File: src/design/lfrc_pkg.sv
// ----------------------------------------------------------------------------
// lfrc_pkg: shared types and constants for the length-framed receiver
// Word layouts for the receive and result channels, op codes and fixed
// frame positions.
// ----------------------------------------------------------------------------
package lfrc_pkg;

    // op codes of an incoming word
    localparam logic OP_BYTE    = 1'b0;
    localparam logic OP_RESTART = 1'b1;

    // fixed frame positions
    localparam int LEN_HI_POS   = 8;   // big-endian length, high byte
    localparam int LEN_LO_POS   = 9;   // big-endian length, low byte
    localparam int HDR_CHK_POS  = 10;  // header checksum byte
    localparam int PAYLOAD_POS  = 11;  // first payload byte

    // receive word
    typedef struct packed {
        logic       op;
        logic [7:0] data_byte;
    } in_word_t;

    // result word
    typedef struct packed {
        logic [7:0] byte_index;
        logic       frame_done;
        logic       frame_ok;
        logic       overflow;
    } out_word_t;

endpackage

File: src/design/length_framed_receiver_with_checksums_top.sv
// ----------------------------------------------------------------------------
// length_framed_receiver_with_checksums_top: serial frame receiver
// Counts frame bytes, extracts the length and checks header and payload
// two's complement sums.
// ----------------------------------------------------------------------------
// Usage:
//   rx channel (rx_valid, rx_stall, rx_word) carries one word per received
//   byte or a restart command. res channel (res_valid, res_stall, res_word)
//   returns exactly one result word per rx word, in order.
//   A word is taken on a rising edge with valid high and stall low.
//   An accepted word passes the input register, then the result register
//   (res_valid). Throughput: one word per cycle while res_stall is low; the
//   frame state update is one add and compare per byte in the step unit.
//   Reset clears the frame state and both pipeline valid flags; the block is
//   ready for a word in the first cycle after reset.
//   When res_stall is high with a result held, the input register keeps its
//   word and rx_stall rises once that register is full; nothing is dropped.
//   Frame capacity is MAX_FRAME bytes; bytes past it set overflow.
// ----------------------------------------------------------------------------
module length_framed_receiver_with_checksums_top #(
    parameter int MAX_FRAME = 256
) (
    input  logic                clk,
    input  logic                rst_n,
    input  logic                rx_valid,
    output logic                rx_stall,
    input  lfrc_pkg::in_word_t  rx_word,
    output logic                res_valid,
    input  logic                res_stall,
    output lfrc_pkg::out_word_t res_word
);
    import lfrc_pkg::*;

    logic      in_v_reg;
    in_word_t  in_w_reg;
    logic      res_v_reg;
    out_word_t res_w_reg;
    out_word_t step_res;
    logic      advance;
    logic      accept;

    // move a word to the result register when it is free or being taken
    assign advance  = in_v_reg && (!res_v_reg || !res_stall);
    assign rx_stall = in_v_reg && !advance;
    assign accept   = rx_valid && !rx_stall;

    // frame state and per-byte logic
    lfrc_step #(
        .MAX_FRAME(MAX_FRAME)
    ) u_step (
        .clk     (clk),
        .rst_n   (rst_n),
        .step_en (advance),
        .word    (in_w_reg),
        .res     (step_res)
    );

    // input register
    always_ff @(posedge clk or negedge rst_n)
    begin
        if (!rst_n)
            in_v_reg <= 1'b0;
        else if (accept)
            in_v_reg <= 1'b1;
        else if (advance)
            in_v_reg <= 1'b0;
    end

    always_ff @(posedge clk)
    begin
        if (accept)
            in_w_reg <= rx_word;
    end

    // result register
    always_ff @(posedge clk or negedge rst_n)
    begin
        if (!rst_n)
            res_v_reg <= 1'b0;
        else if (advance)
            res_v_reg <= 1'b1;
        else if (!res_stall)
            res_v_reg <= 1'b0;
    end

    always_ff @(posedge clk)
    begin
        if (advance)
            res_w_reg <= step_res;
    end

    assign res_valid = res_v_reg;
    assign res_word  = res_w_reg;

endmodule

File: src/design/lfrc_step.sv
// ----------------------------------------------------------------------------
// lfrc_step: frame state and per-byte update
// Holds the byte count, length and running sums; computes the result word
// for one byte and commits the new state when step_en is high.
// ----------------------------------------------------------------------------
module lfrc_step #(
    parameter int MAX_FRAME = 256
) (
    input  logic               clk,
    input  logic               rst_n,
    input  logic               step_en,
    input  lfrc_pkg::in_word_t  word,
    output lfrc_pkg::out_word_t res
);
    import lfrc_pkg::*;

    localparam int CW = $clog2(MAX_FRAME + 1);
    localparam int LW = (CW > 17) ? CW : 17;

    logic [CW-1:0] count_reg, count_next;
    logic [15:0]   len_reg, len_next;
    logic [7:0]    hdr_sum_reg, hdr_sum_next;
    logic [7:0]    pay_sum_reg, pay_sum_next;
    logic          ok_reg, ok_next;
    logic          done_reg, done_next;
    logic          ovf_reg, ovf_next;

    logic [LW-1:0] pos;
    logic [LW-1:0] last_pos;
    logic [7:0]    pay_total;
    logic [7:0]    idx;
    logic          done_now;

    assign pos       = LW'(count_reg);
    assign last_pos  = LW'(len_reg) + LW'(HDR_CHK_POS);
    assign pay_total = pay_sum_reg + word.data_byte;

    // next state and result for one byte
    always_comb
    begin
        count_next   = count_reg;
        len_next     = len_reg;
        hdr_sum_next = hdr_sum_reg;
        pay_sum_next = pay_sum_reg;
        ok_next      = ok_reg;
        done_next    = done_reg;
        ovf_next     = ovf_reg;
        done_now     = 1'b0;
        idx          = pos[7:0];

        if (word.op == OP_RESTART)
        begin
            count_next   = '0;
            len_next     = '0;
            hdr_sum_next = '0;
            pay_sum_next = '0;
            ok_next      = 1'b0;
            done_next    = 1'b0;
            ovf_next     = 1'b0;
            idx          = '0;
        end
        else if (done_reg)
        begin
            // frame complete, byte ignored
        end
        else if (count_reg == CW'(MAX_FRAME))
        begin
            ovf_next = 1'b1;
        end
        else
        begin
            count_next = count_reg + CW'(1);
            if (pos <= LW'(HDR_CHK_POS))
                hdr_sum_next = hdr_sum_reg + word.data_byte;
            if (pos == LW'(LEN_HI_POS))
                len_next = {word.data_byte, len_reg[7:0]};
            else if (pos == LW'(LEN_LO_POS))
                len_next = {len_reg[15:8], word.data_byte};

            if (pos == LW'(HDR_CHK_POS) && len_reg == 16'd0)
            begin
                // zero length counts as a complete bad frame
                done_now  = 1'b1;
                done_next = 1'b1;
                ovf_next  = 1'b1;
            end
            else if (pos >= LW'(PAYLOAD_POS))
            begin
                if (pos == last_pos)
                begin
                    done_now  = 1'b1;
                    done_next = 1'b1;
                    if (hdr_sum_reg == 8'd0 && pay_total == 8'd0)
                        ok_next = 1'b1;
                end
                else
                begin
                    pay_sum_next = pay_total;
                end
            end
        end

        res.byte_index = idx;
        res.frame_done = done_now;
        res.frame_ok   = ok_next;
        res.overflow   = ovf_next;
    end

    // state registers
    always_ff @(posedge clk or negedge rst_n)
    begin
        if (!rst_n)
        begin
            count_reg   <= '0;
            len_reg     <= '0;
            hdr_sum_reg <= '0;
            pay_sum_reg <= '0;
            ok_reg      <= 1'b0;
            done_reg    <= 1'b0;
            ovf_reg     <= 1'b0;
        end
        else if (step_en)
        begin
            count_reg   <= count_next;
            len_reg     <= len_next;
            hdr_sum_reg <= hdr_sum_next;
            pay_sum_reg <= pay_sum_next;
            ok_reg      <= ok_next;
            done_reg    <= done_next;
            ovf_reg     <= ovf_next;
        end
    end

endmodule

File: config.mk
export PLATFORM = sky130hd
export DESIGN_NAME = length_framed_receiver_with_checksums_top
export DESIGN_NICKNAME = d
export VERILOG_FILES = /design/src/design/lfrc_pkg.sv /design/src/design/length_framed_receiver_with_checksums_top.sv /design/src/design/lfrc_step.sv
export SDC_FILE = /design/constraint.sdc
export NUM_CORES = 1
export LEC_CHECK = 0
export BUFFER_PORTS_ARGS = -buffer_cell sky130_fd_sc_hd__buf_2
export CAP_MARGIN = 20
export CORE_MARGIN = 2
export CORE_UTILIZATION = 60
export CTS_CLUSTER_DIAMETER = 200
export DETAILED_ROUTE_END_ITERATION = 12
export PLACE_DENSITY = 0.79
export SYNTH_ARGS = -nofsm -noshare
export SYNTH_HDL_FRONTEND = slang
export SYNTH_HIERARCHICAL = 1
export SYNTH_SLANG_ARGS = --single-unit
File: constraint.sdc
create_clock -name clk -period 8.2 [get_ports clk]
set_input_delay 0.82 -clock clk [delete_from_list [all_inputs] [get_ports clk]]
set_output_delay 0.82 -clock clk [all_outputs]
set_load 0.02 [all_outputs]
==> results.json <==
{
  "status": "finished clean",
  "grt_start_max_net_pins": 47,
  "holdWs_ns": 0.392,
  "die_w_um": 84.3,
  "cp_max_fo": 9,
  "ys_top_cells_by_count": "46 x dfrtp_1, 32 x nand2_1, 29 x nor2_1",
  "largest_reg_flops": 16,
  "synth_area_leaders": "dfrtp_1 30%, edfxtp_1 16%, ha_1 6.1%",
  "rows": 29,
  "synthCells": 367,
  "syn2layout_area_growth_pct": 10.2,
  "synth_edf_count": 20,
  "avgRoutedWirePerCell_um": 18.1,
  "die_area_sq_um": 7100,
  "async_flop_share": 0.697,
  "critPathCaptureType": "flip-flop",
  "vdd_ir_drop_max_mv": 0.171,
  "finalCritPeriodShare": 0.327,
  "netlist_area_sq_um": 3870,
  "slew_viol_final": 0,
  "rsz0062_at_grt": "false",
  "rrSetupSlack_ns": 5.52,
  "vias": 2963,
  "routed.top_layer": "met4",
  "ys_ff_latch": 66,
  "layout.area.seq_sq_um": 1750,
  "setup-tns-final_ns": 0,
  "totalWireLength_um": 8480,
  "setup_viol": 0,
  "yosysWarnings": 6,
  "cp-start-kind": "flip-flop",
  "core_sq_um": 6280,
  "cts_resized": 0,
  "overflow": 0,
  "synth_area_per_cell_sq_um": 10.5,
  "fin_nets": 421,
  "fin_crit_ns": 2.68,
  "gp_congestion": 0.902,
  "cts_tree": "done",
  "path_clk_slew_ns": 0.07,
  "p_per_area_nw_per_um2": 221,
  "drc": 0,
  "r2r_start": "u_step/count_reg[0]",
  "slew_headroom": 0.333,
  "fill_cells": 499,
  "grt_pass1_vias": 3112,
  "crit_type": "reg -> reg",
  "pin_count": 26,
  "wl_met1_um": 3660,
  "hold_path.class": "in -> async",
  "yosysSeqAreaShare": 0.453,
  "worstSkewPairLatency_ns": 0.34,
  "syn-num-nets": 401,
  "multi_input_area_sq_um": 1990,
  "r2r_end": "u_step/hdr_sum_reg[7]",
  "arrival_ns": 2.96,
  "cap_viol_max_count": 0,
  "die_h_um": 84.3,
  "skew_ns": 0.00687,
  "clockBufferDepth": 2,
  "cp_slowest_cell": "a31oi_2",
  "synth.most_common_cell": "dfrtp_1",
  "ys.flop_type": "dfrtp_1",
  "root_buffer": "clkbuf_8",
  "postRouteAntennaNets": 0,
  "reg2reg_depth": 7,
  "max_freq_ghz": 0.373,
  "worst_ep_required_time_ns": 8.48,
  "grt_use_total": 0.266,
  "timing.final.hold_violations": 0,
  "cts_setup_buffers": 0,
  "wl_met3_um": 432,
  "cts_sinks": 66,
  "first_pass_iters": 4,
  "diodes": 0,
  "antenna_found_initial": 0,
  "path_cells": "inv_1 > ha_1 > a41oi_1 > nand3_1 > a31oi_2 > nor3b_1 > a21o_1",
  "cts_buffers": 9,
  "via_per_inst": 6.32,
  "grt_pass1_wl_um": 15000,
  "drive_gt1_frac": 0.153,
  "yosys.area.top_type": "dfrtp_1",
  "dp_hpwl_um": 6000,
  "worst_slew_pin_slew_ns": 0.994,
  "leakagePower_nw": 1.88,
  "cts_htree_levels": 3,
  "yosys.area.top_type_share": 0.298,
  "drtIter0Drc": 212,
  "start_util": 0.616,
  "route.met2.wl_um": 4140,
  "hold_buffers": 0,
  "numPortBuffers": 25,
  "max_stage_delay_ns": 0.53,
  "synth_cell_type_count": 69
}
## area by class of cell
| cell class | count | share of cell area |
|---|---|---|
| multi-input combinational | 275 | 0.466 |
| sequential | 66 | 0.411 |
| timing repair buffer | 27 | 0.0358 |
| clock buffer | 11 | 0.0332 |
| clock inverter | 5 | 0.0241 |
| tap | 77 | 0.0226 |
| inverter | 8 | 0.00705 |
## cell usage in the layout, fill, tap and decap left out, types with 7 or more instances in the layout
master,count
nand2_1,32
a21oi_1,11
xor2_1,10
clkbuf_8,10
inv_1,8
nand4_1,8
o21ai_0,23
edfxtp_1,20
ha_1,19
dfrtp_1,46
a21o_1,7
nor3_1,9
nor2_1,29
xnor2_1,15
a22o_1,23
buf_2,25
## through the flow
step / worst slack [ns] / total power [mW] / area (sq um) / instances / util
after floorplan: 5.12 / 0.561 / 3870 / 367 / -
after global routing: 5.34 / 0.993 / 4260 / 469 / 0.679
after global placement: 5.66 / 0.602 / 4000 / 452 / 0.637
after detailed placement: 5.59 / 0.612 / 4000 / 452 / 0.637
after CTS: 5.56 / 0.944 / 4240 / 468 / 0.676
final: 5.52 / 0.941 / 4260 / 469 / 0.679
## worst max-delay path by stage
stage	from	end	slack, ns	cells past startpoint
floorplan	res_stall	u_step/hdr_sum_reg[7]	5.12	5
global placement	res_stall	u_step/hdr_sum_reg[7]	5.66	7
detailed placement	in_w_reg[0]	u_step/ok_reg	5.59	7
CTS	in_w_reg[0]	u_step/ok_reg	5.56	7
global route	u_step/count_reg[0]	u_step/hdr_sum_reg[7]	5.34	7
finish	u_step/count_reg[0]	u_step/hdr_sum_reg[7]	5.52	7
## logic make-up after synthesis
kind of cell	Yosys count	share of synthesized area
simple gates	122	0.174
compound gates	105	0.205
flops	66	0.453
buf+inv	26	0.0340
xor+xnor	25	0.0566
fa+ha+maj	21	0.0718
mux	2	0.00518
## power by group
part	internal, mW	total [mW]	switching, mW
sequential	0.372	0.416	0.0439
combinational	0.0869	0.194	0.107
clock	0.210	0.331	0.121
## routing by layer
metal,track usage,vias up
met5,0,-
met4,0.148,0
met3,0.0403,19
met2,0.430,84
met1,0.344,1453
li1,-,1407
## worst max-delay path, delay by kind of cell (launching register included)
kind | cells | cell delay (ns)
compound gates | 3 | 1.13
fa+ha+maj | 1 | 0.29
buf+inv | 1 | 0.13
flops | 1 | 0.49
simple gates | 2 | 0.59
(Power assumes the default switching activity.)
